### src/rtl/core/trivariate_polynomial_evaluator_macros.svh
// Assertion macros shared by the polynomial evaluator RTL.
// No dependencies; included by files that carry concurrent checks.
`ifndef TRIVARIATE_POLYNOMIAL_EVALUATOR_MACROS_SVH
`define TRIVARIATE_POLYNOMIAL_EVALUATOR_MACROS_SVH

// same-cycle implication
`define TPE_ASSERT_IMPL(label, clk, rst, ante, cons) \
   label: assert property (@(posedge clk) disable iff (rst) (ante) |-> (cons)) \
      else $error("same-cycle implication violated");

// next-cycle implication
`define TPE_ASSERT_NEXT(label, clk, rst, ante, cons) \
   label: assert property (@(posedge clk) disable iff (rst) (ante) |=> (cons)) \
      else $error("next-cycle implication violated");

`endif

### src/rtl/core/tpe_pkg.sv
// Types and constants of the trivariate polynomial evaluator.
// No dependencies; used by the top level, tpe_csr and tpe_accum.
package tpe_pkg;

   localparam int CSR_ADDR_WIDTH = 4;
   localparam int CSR_DATA_WIDTH = 32;

   localparam logic [1:0] REG_POINT_X = 2'd0;
   localparam logic [1:0] REG_POINT_Y = 2'd1;
   localparam logic [1:0] REG_POINT_Z = 2'd2;

   localparam logic [63:0] TOP64   = 64'h8000_0000_0000_0000;
   localparam logic [63:0] TOO_BIG = 64'h8000_0000_0000_0001;
   localparam logic [63:0] POS_MAX = 64'h7fff_ffff_ffff_ffff;

   // finished term magnitude handed to the accumulator
   typedef struct packed {
      logic        valid;
      logic        last;
      logic        zero;
      logic        neg;
      logic [63:0] mag;
   } acc_cmd_type;

endpackage

### src/rtl/core/trivariate_polynomial_evaluator.sv
// Top level of the trivariate polynomial evaluator: term sequencer and
// magnitude datapath. Depends on tpe_pkg, tpe_csr, tpe_mult, tpe_accum.
//
// Usage: program point_x/y/z over the csr_ port (byte addresses 0, 4, 8)
// while idle, then stream terms on req_. Each transfer carries one term;
// req_tlast marks the final term of a polynomial. After the final term the
// saturated 64-bit sum appears on rsp_tdata with the sticky overflow flag on
// rsp_tuser, and the accumulator clears for the next polynomial.
// Sequencing: a term takes one sequencer step per variable visited, plus a
// closing step unless a zero coefficient or base ends the term; a term makes
// px + py + pz multiplications (exponents clamped to MAX_EXPONENT; none after
// a zero factor). Each multiplication is two 32-bit partial products on the
// single shared multiplier plus a recombine/saturate step. The sum passes the
// accumulator's term stage and result register after the last term leaves the
// sequencer. req_tready is high only between terms. While a
// result waits for rsp_tready further terms are still taken; only a following
// last term holds in the sequencer until the result register is free.
// Reset holds req_tready low and clears the point registers, the
// accumulator, the flag and any pending result.
`include "trivariate_polynomial_evaluator_macros.svh"

module trivariate_polynomial_evaluator #(
   parameter int MAX_EXPONENT = 15,
   parameter int VALUE_WIDTH  = 16
) (
   input  logic                               clock,
   input  logic                               reset,
   // tdata: coefficient, power_x, power_y, power_z, zero fill
   input  logic                               req_tvalid,
   output logic                               req_tready,
   input  logic [((VALUE_WIDTH+12+7)/8)*8-1:0] req_tdata,
   input  logic                               req_tlast,
   output logic                               rsp_tvalid,
   input  logic                               rsp_tready,
   // tdata: poly_value
   output logic [63:0]                        rsp_tdata,
   // tuser: overflowed
   output logic                               rsp_tuser,
   input  logic                               csr_psel,
   input  logic                               csr_penable,
   input  logic                               csr_pwrite,
   input  logic [tpe_pkg::CSR_ADDR_WIDTH-1:0] csr_paddr,
   input  logic [tpe_pkg::CSR_DATA_WIDTH-1:0] csr_pwdata,
   output logic [tpe_pkg::CSR_DATA_WIDTH-1:0] csr_prdata,
   output logic                               csr_pready
);

   localparam int         CLAMP     = (MAX_EXPONENT < 15) ? MAX_EXPONENT : 15;
   localparam logic [3:0] CLAMP_EXP = 4'(CLAMP);
   localparam int         PW        = 32 + VALUE_WIDTH;

   localparam logic [2:0] S_IDLE    = 3'd0;
   localparam logic [2:0] S_BASE    = 3'd1;
   localparam logic [2:0] S_MUL_LO  = 3'd2;
   localparam logic [2:0] S_MUL_HI  = 3'd3;
   localparam logic [2:0] S_MUL_FIX = 3'd4;
   localparam logic [2:0] S_TERM    = 3'd5;

   localparam logic [1:0] VAR_X    = 2'd0;
   localparam logic [1:0] VAR_Y    = 2'd1;
   localparam logic [1:0] VAR_Z    = 2'd2;
   localparam logic [1:0] VAR_DONE = 2'd3;

   logic [VALUE_WIDTH-1:0] point_x, point_y, point_z;

   logic [2:0]             state_ff, state_in;
   logic [1:0]             var_ff, var_in;
   logic [3:0]             cnt_ff, cnt_in;
   logic [63:0]            mag_ff, mag_in;
   logic                   neg_ff, neg_in, zero_ff, zero_in, last_ff, last_in;
   logic [3:0]             exp_x_ff, exp_y_ff, exp_z_ff;
   logic [VALUE_WIDTH-1:0] base_ff, base_in;
   logic [PW-1:0]          lo_ff;

   logic                   accept;
   logic [VALUE_WIDTH-1:0] coef, coef_mag;
   logic [3:0]             px, py, pz;
   logic [3:0]             cur_exp;
   logic [VALUE_WIDTH-1:0] cur_base, cur_base_mag;
   logic                   cur_base_neg;
   logic [31:0]            mul_a;
   logic                   mul_en;
   logic [PW-1:0]          product;
   logic [PW+31:0]         full;
   logic                   acc_ready;
   tpe_pkg::acc_cmd_type   acc_cmd;

   tpe_csr #(.VALUE_WIDTH(VALUE_WIDTH)) u_csr (
      .clock      (clock),
      .reset      (reset),
      .csr_psel   (csr_psel),
      .csr_penable(csr_penable),
      .csr_pwrite (csr_pwrite),
      .csr_paddr  (csr_paddr),
      .csr_pwdata (csr_pwdata),
      .csr_prdata (csr_prdata),
      .csr_pready (csr_pready),
      .point_x    (point_x),
      .point_y    (point_y),
      .point_z    (point_z)
   );

   assign req_tready = (state_ff == S_IDLE) && !reset;
   assign accept     = req_tvalid & req_tready;

   assign coef     = req_tdata[VALUE_WIDTH-1:0];
   assign coef_mag = coef[VALUE_WIDTH-1] ? (~coef + 1'b1) : coef;
   assign px = (req_tdata[VALUE_WIDTH+3:VALUE_WIDTH] > CLAMP_EXP) ? CLAMP_EXP
               : req_tdata[VALUE_WIDTH+3:VALUE_WIDTH];
   assign py = (req_tdata[VALUE_WIDTH+7:VALUE_WIDTH+4] > CLAMP_EXP) ? CLAMP_EXP
               : req_tdata[VALUE_WIDTH+7:VALUE_WIDTH+4];
   assign pz = (req_tdata[VALUE_WIDTH+11:VALUE_WIDTH+8] > CLAMP_EXP) ? CLAMP_EXP
               : req_tdata[VALUE_WIDTH+11:VALUE_WIDTH+8];

   always_comb begin
      unique case (var_ff)
         VAR_X:   begin cur_exp = exp_x_ff; cur_base = point_x; end
         VAR_Y:   begin cur_exp = exp_y_ff; cur_base = point_y; end
         VAR_Z:   begin cur_exp = exp_z_ff; cur_base = point_z; end
         default: begin cur_exp = '0;       cur_base = '0;      end
      endcase
   end

   assign cur_base_neg = cur_base[VALUE_WIDTH-1];
   assign cur_base_mag = cur_base_neg ? (~cur_base + 1'b1) : cur_base;

   // partial products: low half then high half of the running magnitude
   assign mul_en = (state_ff == S_MUL_LO) || (state_ff == S_MUL_HI);
   assign mul_a  = (state_ff == S_MUL_HI) ? mag_ff[63:32] : mag_ff[31:0];

   tpe_mult #(.VALUE_WIDTH(VALUE_WIDTH)) u_mult (
      .clock    (clock),
      .enable   (mul_en),
      .operand_a(mul_a),
      .operand_b(base_ff),
      .product  (product)
   );

   assign full = {product, 32'd0} + (PW + 32)'(lo_ff);

   always_comb begin
      state_in = state_ff;
      var_in   = var_ff;
      cnt_in   = cnt_ff;
      mag_in   = mag_ff;
      neg_in   = neg_ff;
      zero_in  = zero_ff;
      last_in  = last_ff;
      base_in  = base_ff;
      unique case (state_ff)
         S_IDLE: begin
            if (accept) begin
               mag_in   = 64'(coef_mag);
               neg_in   = coef[VALUE_WIDTH-1];
               zero_in  = (coef == '0);
               last_in  = req_tlast;
               var_in   = VAR_X;
               state_in = (coef == '0) ? S_TERM : S_BASE;
            end
         end
         S_BASE: begin
            if (var_ff == VAR_DONE) begin
               state_in = S_TERM;
            end else if (cur_exp == '0) begin
               var_in = var_ff + 2'd1;
            end else if (cur_base_mag == '0) begin
               zero_in  = 1'b1;
               state_in = S_TERM;
            end else begin
               neg_in   = neg_ff ^ (cur_base_neg & cur_exp[0]);
               cnt_in   = cur_exp;
               base_in  = cur_base_mag;
               state_in = S_MUL_LO;
            end
         end
         S_MUL_LO:  state_in = S_MUL_HI;
         S_MUL_HI:  state_in = S_MUL_FIX;
         S_MUL_FIX: begin
            mag_in = (full > (PW + 32)'(tpe_pkg::TOO_BIG)) ? tpe_pkg::TOO_BIG : full[63:0];
            if (cnt_ff == 4'd1) begin
               var_in   = var_ff + 2'd1;
               state_in = S_BASE;
            end else begin
               cnt_in   = cnt_ff - 4'd1;
               state_in = S_MUL_LO;
            end
         end
         S_TERM: begin
            if (acc_ready) begin
               state_in = S_IDLE;
            end
         end
         default: state_in = S_IDLE;
      endcase
   end

   always_ff @(posedge clock) begin
      if (reset) begin
         state_ff <= S_IDLE;
         var_ff   <= VAR_X;
         cnt_ff   <= '0;
      end else begin
         state_ff <= state_in;
         var_ff   <= var_in;
         cnt_ff   <= cnt_in;
      end
   end

   always_ff @(posedge clock) begin
      mag_ff  <= mag_in;
      neg_ff  <= neg_in;
      zero_ff <= zero_in;
      last_ff <= last_in;
      base_ff <= base_in;
      if (accept) begin
         exp_x_ff <= px;
         exp_y_ff <= py;
         exp_z_ff <= pz;
      end
      if (state_ff == S_MUL_HI) begin
         lo_ff <= product;
      end
   end

   assign acc_cmd.valid = (state_ff == S_TERM);
   assign acc_cmd.last  = last_ff;
   assign acc_cmd.zero  = zero_ff;
   assign acc_cmd.neg   = neg_ff;
   assign acc_cmd.mag   = mag_ff;

   tpe_accum u_accum (
      .clock     (clock),
      .reset     (reset),
      .cmd       (acc_cmd),
      .cmd_ready (acc_ready),
      .rsp_tvalid(rsp_tvalid),
      .rsp_tready(rsp_tready),
      .rsp_tdata (rsp_tdata),
      .rsp_tuser (rsp_tuser)
   );

   `TPE_ASSERT_IMPL(a_last_needs_free_rsp, clock, reset, acc_cmd.valid && acc_ready && acc_cmd.last, !rsp_tvalid)
   `TPE_ASSERT_NEXT(a_zero_coef_skips, clock, reset, accept && (coef == '0), state_ff == S_TERM)
   `TPE_ASSERT_IMPL(a_mag_bounded, clock, reset, state_ff != S_IDLE, mag_ff <= tpe_pkg::TOO_BIG)

endmodule

### src/rtl/core/tpe_csr.sv
// APB-style register file holding the evaluation point.
// Depends on tpe_pkg.
module tpe_csr #(
   parameter int VALUE_WIDTH = 16
) (
   input  logic                                 clock,
   input  logic                                 reset,
   input  logic                                 csr_psel,
   input  logic                                 csr_penable,
   input  logic                                 csr_pwrite,
   input  logic [tpe_pkg::CSR_ADDR_WIDTH-1:0]   csr_paddr,
   input  logic [tpe_pkg::CSR_DATA_WIDTH-1:0]   csr_pwdata,
   output logic [tpe_pkg::CSR_DATA_WIDTH-1:0]   csr_prdata,
   output logic                                 csr_pready,
   output logic [VALUE_WIDTH-1:0]               point_x,
   output logic [VALUE_WIDTH-1:0]               point_y,
   output logic [VALUE_WIDTH-1:0]               point_z
);

   logic [VALUE_WIDTH-1:0] point_x_ff, point_y_ff, point_z_ff;
   logic [1:0]             reg_index;
   logic                   write_en;

   assign reg_index  = csr_paddr[3:2];
   assign write_en   = csr_psel & csr_penable & csr_pwrite;
   assign csr_pready = 1'b1;

   always_ff @(posedge clock) begin
      if (reset) begin
         point_x_ff <= '0;
         point_y_ff <= '0;
         point_z_ff <= '0;
      end else if (write_en) begin
         unique case (reg_index)
            tpe_pkg::REG_POINT_X: point_x_ff <= csr_pwdata[VALUE_WIDTH-1:0];
            tpe_pkg::REG_POINT_Y: point_y_ff <= csr_pwdata[VALUE_WIDTH-1:0];
            tpe_pkg::REG_POINT_Z: point_z_ff <= csr_pwdata[VALUE_WIDTH-1:0];
            default: ;
         endcase
      end
   end

   always_comb begin
      unique case (reg_index)
         tpe_pkg::REG_POINT_X: csr_prdata = tpe_pkg::CSR_DATA_WIDTH'(point_x_ff);
         tpe_pkg::REG_POINT_Y: csr_prdata = tpe_pkg::CSR_DATA_WIDTH'(point_y_ff);
         tpe_pkg::REG_POINT_Z: csr_prdata = tpe_pkg::CSR_DATA_WIDTH'(point_z_ff);
         default:              csr_prdata = '0;
      endcase
   end

   assign point_x = point_x_ff;
   assign point_y = point_y_ff;
   assign point_z = point_z_ff;

endmodule

### src/rtl/core/tpe_mult.sv
// Shared 32 x VALUE_WIDTH unsigned multiplier with registered product.
// No package dependencies.
module tpe_mult #(
   parameter int VALUE_WIDTH = 16
) (
   input  logic                    clock,
   input  logic                    enable,
   input  logic [31:0]             operand_a,
   input  logic [VALUE_WIDTH-1:0]  operand_b,
   output logic [31+VALUE_WIDTH:0] product
);

   logic [31+VALUE_WIDTH:0] product_ff;

   always_ff @(posedge clock) begin
      if (enable) begin
         product_ff <= (32 + VALUE_WIDTH)'(operand_a) * (32 + VALUE_WIDTH)'(operand_b);
      end
   end

   assign product = product_ff;

endmodule

### src/rtl/core/tpe_accum.sv
// Term saturation, saturating 64-bit accumulator and result register.
// Depends on tpe_pkg.
module tpe_accum (
   input  logic                 clock,
   input  logic                 reset,
   input  tpe_pkg::acc_cmd_type cmd,
   output logic                 cmd_ready,
   output logic                 rsp_tvalid,
   input  logic                 rsp_tready,
   output logic [63:0]          rsp_tdata,
   output logic                 rsp_tuser
);

   logic        s1_valid_ff, s1_valid_in;
   logic        s1_last_ff, s1_flag_ff, s1_flag_in;
   logic [63:0] s1_term_ff, s1_term_in;
   logic [63:0] sum_ff, sum_in, raw_sum;
   logic        flag_ff, flag_in, add_ovf;
   logic        rsp_valid_ff, rsp_valid_in;
   logic [63:0] rsp_data_ff;
   logic        rsp_user_ff;
   logic        take;

   assign cmd_ready   = !s1_valid_ff && (!cmd.last || !rsp_valid_ff);
   assign take        = cmd.valid && cmd_ready;
   assign s1_valid_in = take;

   always_comb begin
      s1_term_in = '0;
      s1_flag_in = 1'b0;
      if (!cmd.zero) begin
         if (cmd.neg) begin
            if (cmd.mag > tpe_pkg::TOP64) begin
               s1_term_in = tpe_pkg::TOP64;
               s1_flag_in = 1'b1;
            end else begin
               s1_term_in = 64'd0 - cmd.mag;
            end
         end else begin
            if (cmd.mag > tpe_pkg::POS_MAX) begin
               s1_term_in = tpe_pkg::POS_MAX;
               s1_flag_in = 1'b1;
            end else begin
               s1_term_in = cmd.mag;
            end
         end
      end
   end

   assign raw_sum = sum_ff + s1_term_ff;
   assign add_ovf = (sum_ff[63] == s1_term_ff[63]) && (raw_sum[63] != sum_ff[63]);

   always_comb begin
      sum_in       = sum_ff;
      flag_in      = flag_ff;
      rsp_valid_in = rsp_valid_ff & ~rsp_tready;
      if (s1_valid_ff) begin
         sum_in  = add_ovf ? (sum_ff[63] ? tpe_pkg::TOP64 : tpe_pkg::POS_MAX) : raw_sum;
         flag_in = flag_ff | add_ovf | s1_flag_ff;
         if (s1_last_ff) begin
            rsp_valid_in = 1'b1;
         end
      end
   end

   always_ff @(posedge clock) begin
      if (reset) begin
         s1_valid_ff  <= 1'b0;
         sum_ff       <= '0;
         flag_ff      <= 1'b0;
         rsp_valid_ff <= 1'b0;
      end else begin
         s1_valid_ff  <= s1_valid_in;
         rsp_valid_ff <= rsp_valid_in;
         if (s1_valid_ff && s1_last_ff) begin
            sum_ff  <= '0;
            flag_ff <= 1'b0;
         end else begin
            sum_ff  <= sum_in;
            flag_ff <= flag_in;
         end
      end
   end

   always_ff @(posedge clock) begin
      if (take) begin
         s1_term_ff <= s1_term_in;
         s1_flag_ff <= s1_flag_in;
         s1_last_ff <= cmd.last;
      end
      if (s1_valid_ff && s1_last_ff) begin
         rsp_data_ff <= sum_in;
         rsp_user_ff <= flag_in;
      end
   end

   assign rsp_tvalid = rsp_valid_ff;
   assign rsp_tdata  = rsp_data_ff;
   assign rsp_tuser  = rsp_user_ff;

endmodule

### config.mk
export PLATFORM = sky130hd
export DESIGN_NAME = trivariate_polynomial_evaluator
export DESIGN_NICKNAME = d
export VERILOG_FILES = /design/src/rtl/core/tpe_pkg.sv /design/src/rtl/core/trivariate_polynomial_evaluator.sv /design/src/rtl/core/tpe_csr.sv /design/src/rtl/core/tpe_mult.sv /design/src/rtl/core/tpe_accum.sv
export VERILOG_INCLUDE_DIRS = /design/src /design/src/rtl/core
export SDC_FILE = /design/constraint.sdc
export NUM_CORES = 2
export LEC_CHECK = 0
export BUFFER_PORTS_ARGS = -buffer_cell sky130_fd_sc_hd__buf_2
export CAP_MARGIN = 20
export CORE_MARGIN = 4
export CORE_UTILIZATION = 45
export DETAILED_ROUTE_END_ITERATION = 16
export GPL_TIMING_DRIVEN = 0
export PLACE_DENSITY = 0.61
export SYNTH_ARGS = -nofsm -noshare
export SYNTH_HDL_FRONTEND = slang
export SYNTH_SLANG_ARGS = --single-unit
### constraint.sdc
create_clock -name clock -period 21.9 [get_ports clock]
set_clock_uncertainty 0.2 [all_clocks]
set_input_delay 2.19 -clock clock [delete_from_list [all_inputs] [get_ports clock]]
set_output_delay 2.19 -clock clock [all_outputs]
set_load 0.02 [all_outputs]
==> flow_summary_export.csv <==
group,metric,value,unit
critical_path,critPathMaxStageDelay,0.64,ns
critical_path,endpoint_kind,"flop",
clock_tree,post-cts-setup-buffers,0,
floorplanning,die_h,312,um
critical_path,reg2reg_from,"state_ff[1]",
clock_tree,cts_resized,0,
sta,setup_viol,0,
finish,mostFrequentLayoutCells,"nand2_1 (724), inv_1 (530), fa_1 (420), edfxtp_1 (322), and2_1 (314)",
critical_path,crit_type,"flop to flop",
global_routing,grt_pass1_vias,33908,
clock_tree,cts_tree,"yes",
place,hpwl,106,mm
clock_tree,cts-root-buf,"clkbuf_16",
yosys,muxShareOfSynthArea,0.760,%
finish,final_area,45500,um^2
clock_tree,clk_latency,0.62,ns
place,port-buffer-count,135,
finish,antenna_cells,0,
drt,drt-pass1-iter-count,6,
sta,period_share,52.1,%
yosys,synthCells,4591,
global_routing,grt_pass1_wl,204,mm
floorplanning,dieArea,97100,um^2
floorplanning,rows,111,
sta,slew_headroom,20.6,%
yosys,synth_cell_type_count,86,
drt,wl_per_cell,21.9,um
floorplanning,core,91500,um^2
flow_run,cap_violations,0,
clock_tree,clk_path_buf_depth,3,
yosys,synthArstFlopShare,0,%
yosys,synth_top_family_by_area,"adder cells",
finish,drive_gt1_share,5.97,%
yosys,synth.avg_cell_area,9.03,um^2
clock_tree,cts_sinks,446,
critical_path,rr_worst_depth,31,
sta,worst_slack,10.49,ns
finish,final_common_cell,"nand2_1",
sta,final-hold-violation-count,0,
critical_path,arrival,11.57,ns
clock_tree,htreeDepth,2,
drt,vias_per_cell,5.67,
run_status,run_status,"finished clean",
place,gp_congestion,0.952,
floorplanning,ioPinCount,176,
sta,finalSetupTns,0,ns
drt,routed_wl,132,mm
critical_path,r2r_slack,10.49,ns
drt,drc,0,
clock_tree,clk_pin_slew_worst_paths,0.06,ns
yosys,synth_compound_area_share,13.4,%
critical_path,start_kind,"flop",
hold_path,hold_path_depth,0,
yosys,synth_fa_ha_area_share,26.6,%
yosys,ys_seq_elements,446,
clock_tree,cts_buffers,48,
drt,drt-initial-drc-count,3277,
floorplanning,chipWidth,312,um
yosys,yosysSeqAreaShare,29.3,%
sta,grt_setup_unrepaired,"false",
yosys,yosys_warnings,0,
critical_path,startpoint,"state_ff[1]",
floorplanning,initial_core_util,45.3,%
place,preCtsSetupSlack,10.67,ns
critical_path,cp_max_fo,21,
yosys,synthesis.area,41500,um^2
critical_path,path_delay_family,"adder cells",
sta,slew_viol_final,0,
yosys,synth_edf_count,322,
yosys,synth-simple-area-share,19.6,%
clock_tree,cts_hold_buf,0,
yosys,synth-main-ff-cell,"edfxtp_1",
critical_path,required,22.05,ns
sta,tightestPinTransition,1.18,ns
place,placed_area,43800,um^2
critical_path,cp_num_buf_inv,9,
finish,nNetsFinal,5506,
global_routing,track_usage,27.0,%
global_routing,gr-total-overflow,0,
hold_path,min_to,"u_accum.s1_last_ff",
sta,period_needed,11.41,ns
yosys,synth-xor-area-share,2.98,%
drt,antenna_left,0,
global_routing,antenna_found_initial,2,
drt,vias,34149,
finish,area_growth,9.65,%
finish,final_core_util,49.7,%
critical_path,cp_common_cell,"fa_1",
hold_path,hp-class,"flop to flop",
critical_path,slowest_stage,"nor4b_1",
hold_path,hold_path_startpoint,"last_ff",
sta,max_freq,87.6,MHz
global_routing,grt_max_degree,69,
critical_path,r2r-end,"u_mult.product[46]",
## area by class of cell
| type | count | area, um^2 |
|---|---|---|
| Multi-Input combinational cell | 3382 | 26400 |
| Fill cell | 8784 | 46000 |
| Sequential cell | 446 | 12200 |
| Inverter | 531 | 1990 |
| Buffer | 247 | 1050 |
| Tap cell | 1186 | 1480 |
| Clock buffer | 54 | 1220 |
| Clock inverter | 36 | 432 |
| Timing Repair Buffer | 144 | 776 |
## flip-flops by register name, summed over array words and instances (netlist names), 2 cells and up
signal and count:
base_ff 16, lo_ff 48, u_csr.point_z 16, u_accum.s1_term_ff 64
u_mult.product 48, exp_z_ff 4, u_accum.rsp_tdata 64, u_csr.point_x 16
u_csr.point_y 16, u_accum.sum_ff 64, var_ff 2, exp_x_ff 4
exp_y_ff 4, state_ff 3, cnt_ff 4, mag_ff 64
## how the worst max path moves through the flow
stage | end | slack, ns | cells past startpoint
final | u_mult.product[46] | 10.49 | 31
after CTS | u_mult.product[46] | 10.60 | 31
after floorplan | u_mult.product[46] | 10.05 | 30
after global placement | u_mult.product[46] | 5.37 | 31
after detailed placement | u_mult.product[46] | 10.67 | 31
after global routing | u_mult.product[46] | 9.90 | 31
## cell families (layout without fill, tap and decap cells)
logic type / Yosys count / after routing
fa+ha+maj: 630 / 630
xor+xnor: 141 / 141
compound gates: 867 / 867
flops: 446 / 446
buf+inv: 778 / 1012
mux: 31 / 31
other cells: 2 / 17
simple gates: 1696 / 1696
## per-layer routing
metal / global-route usage [%] / part of all wire [%]
met1: 36.0 / 42
met2: 45.2 / 48
met3: 3.15 / 6.1
met4: 10.4 / 4.4
met5: 0 / 0.013
## stage by stage
stage | hold slack (ns) | instances
after floorplan | 0.224 | 4606
after global placement | 0.246 | 5927
after detailed placement | 0.242 | 5936
after CTS | 0.257 | 6026
after global routing | 0.275 | 6026
final | 0.259 | 6026
## synth_stat cells, types with 22 or more instances
cell / number / area [um^2]
nand2_1: 725 / 2720
inv_1: 530 / 1990
fa_1: 420 / 8410
edfxtp_1: 322 / 9670
and2_1: 315 / 1970
a21oi_1: 303 / 1520
nor2_1: 251 / 942
ha_1: 210 / 2630
clkbuf_1: 207 / 777
o21ai_0: 166 / 831
dfxtp_1: 124 / 2480
xnor2_1: 91 / 797
nor3_1: 77 / 385
a21o_1: 68 / 510
nand3_1: 65 / 325
xor2_1: 50 / 438
a31oi_1: 48 / 300
nor4_1: 35 / 219
nand4_1: 34 / 213
a211oi_1: 31 / 233
mux2i_1: 27 / 270
or3_1: 27 / 169
o21bai_1: 26 / 195
a221oi_1: 25 / 219
nand2b_1: 25 / 156
and3_1: 24 / 150
nand3b_1: 22 / 165
## worst reg2reg max path, delay by kind of cell (launching register included)
kind	cells	cell delay (ns)
fa+ha+maj	7	3.53
simple gates	9	2.82
flops	1	0.30
compound gates	5	1.59
buf+inv	9	2.43
mux	1	0.29
Power is left out: the tool's default activity adds up to more than one toggle a clock period on the data nets, which glitch-free logic cannot reach.
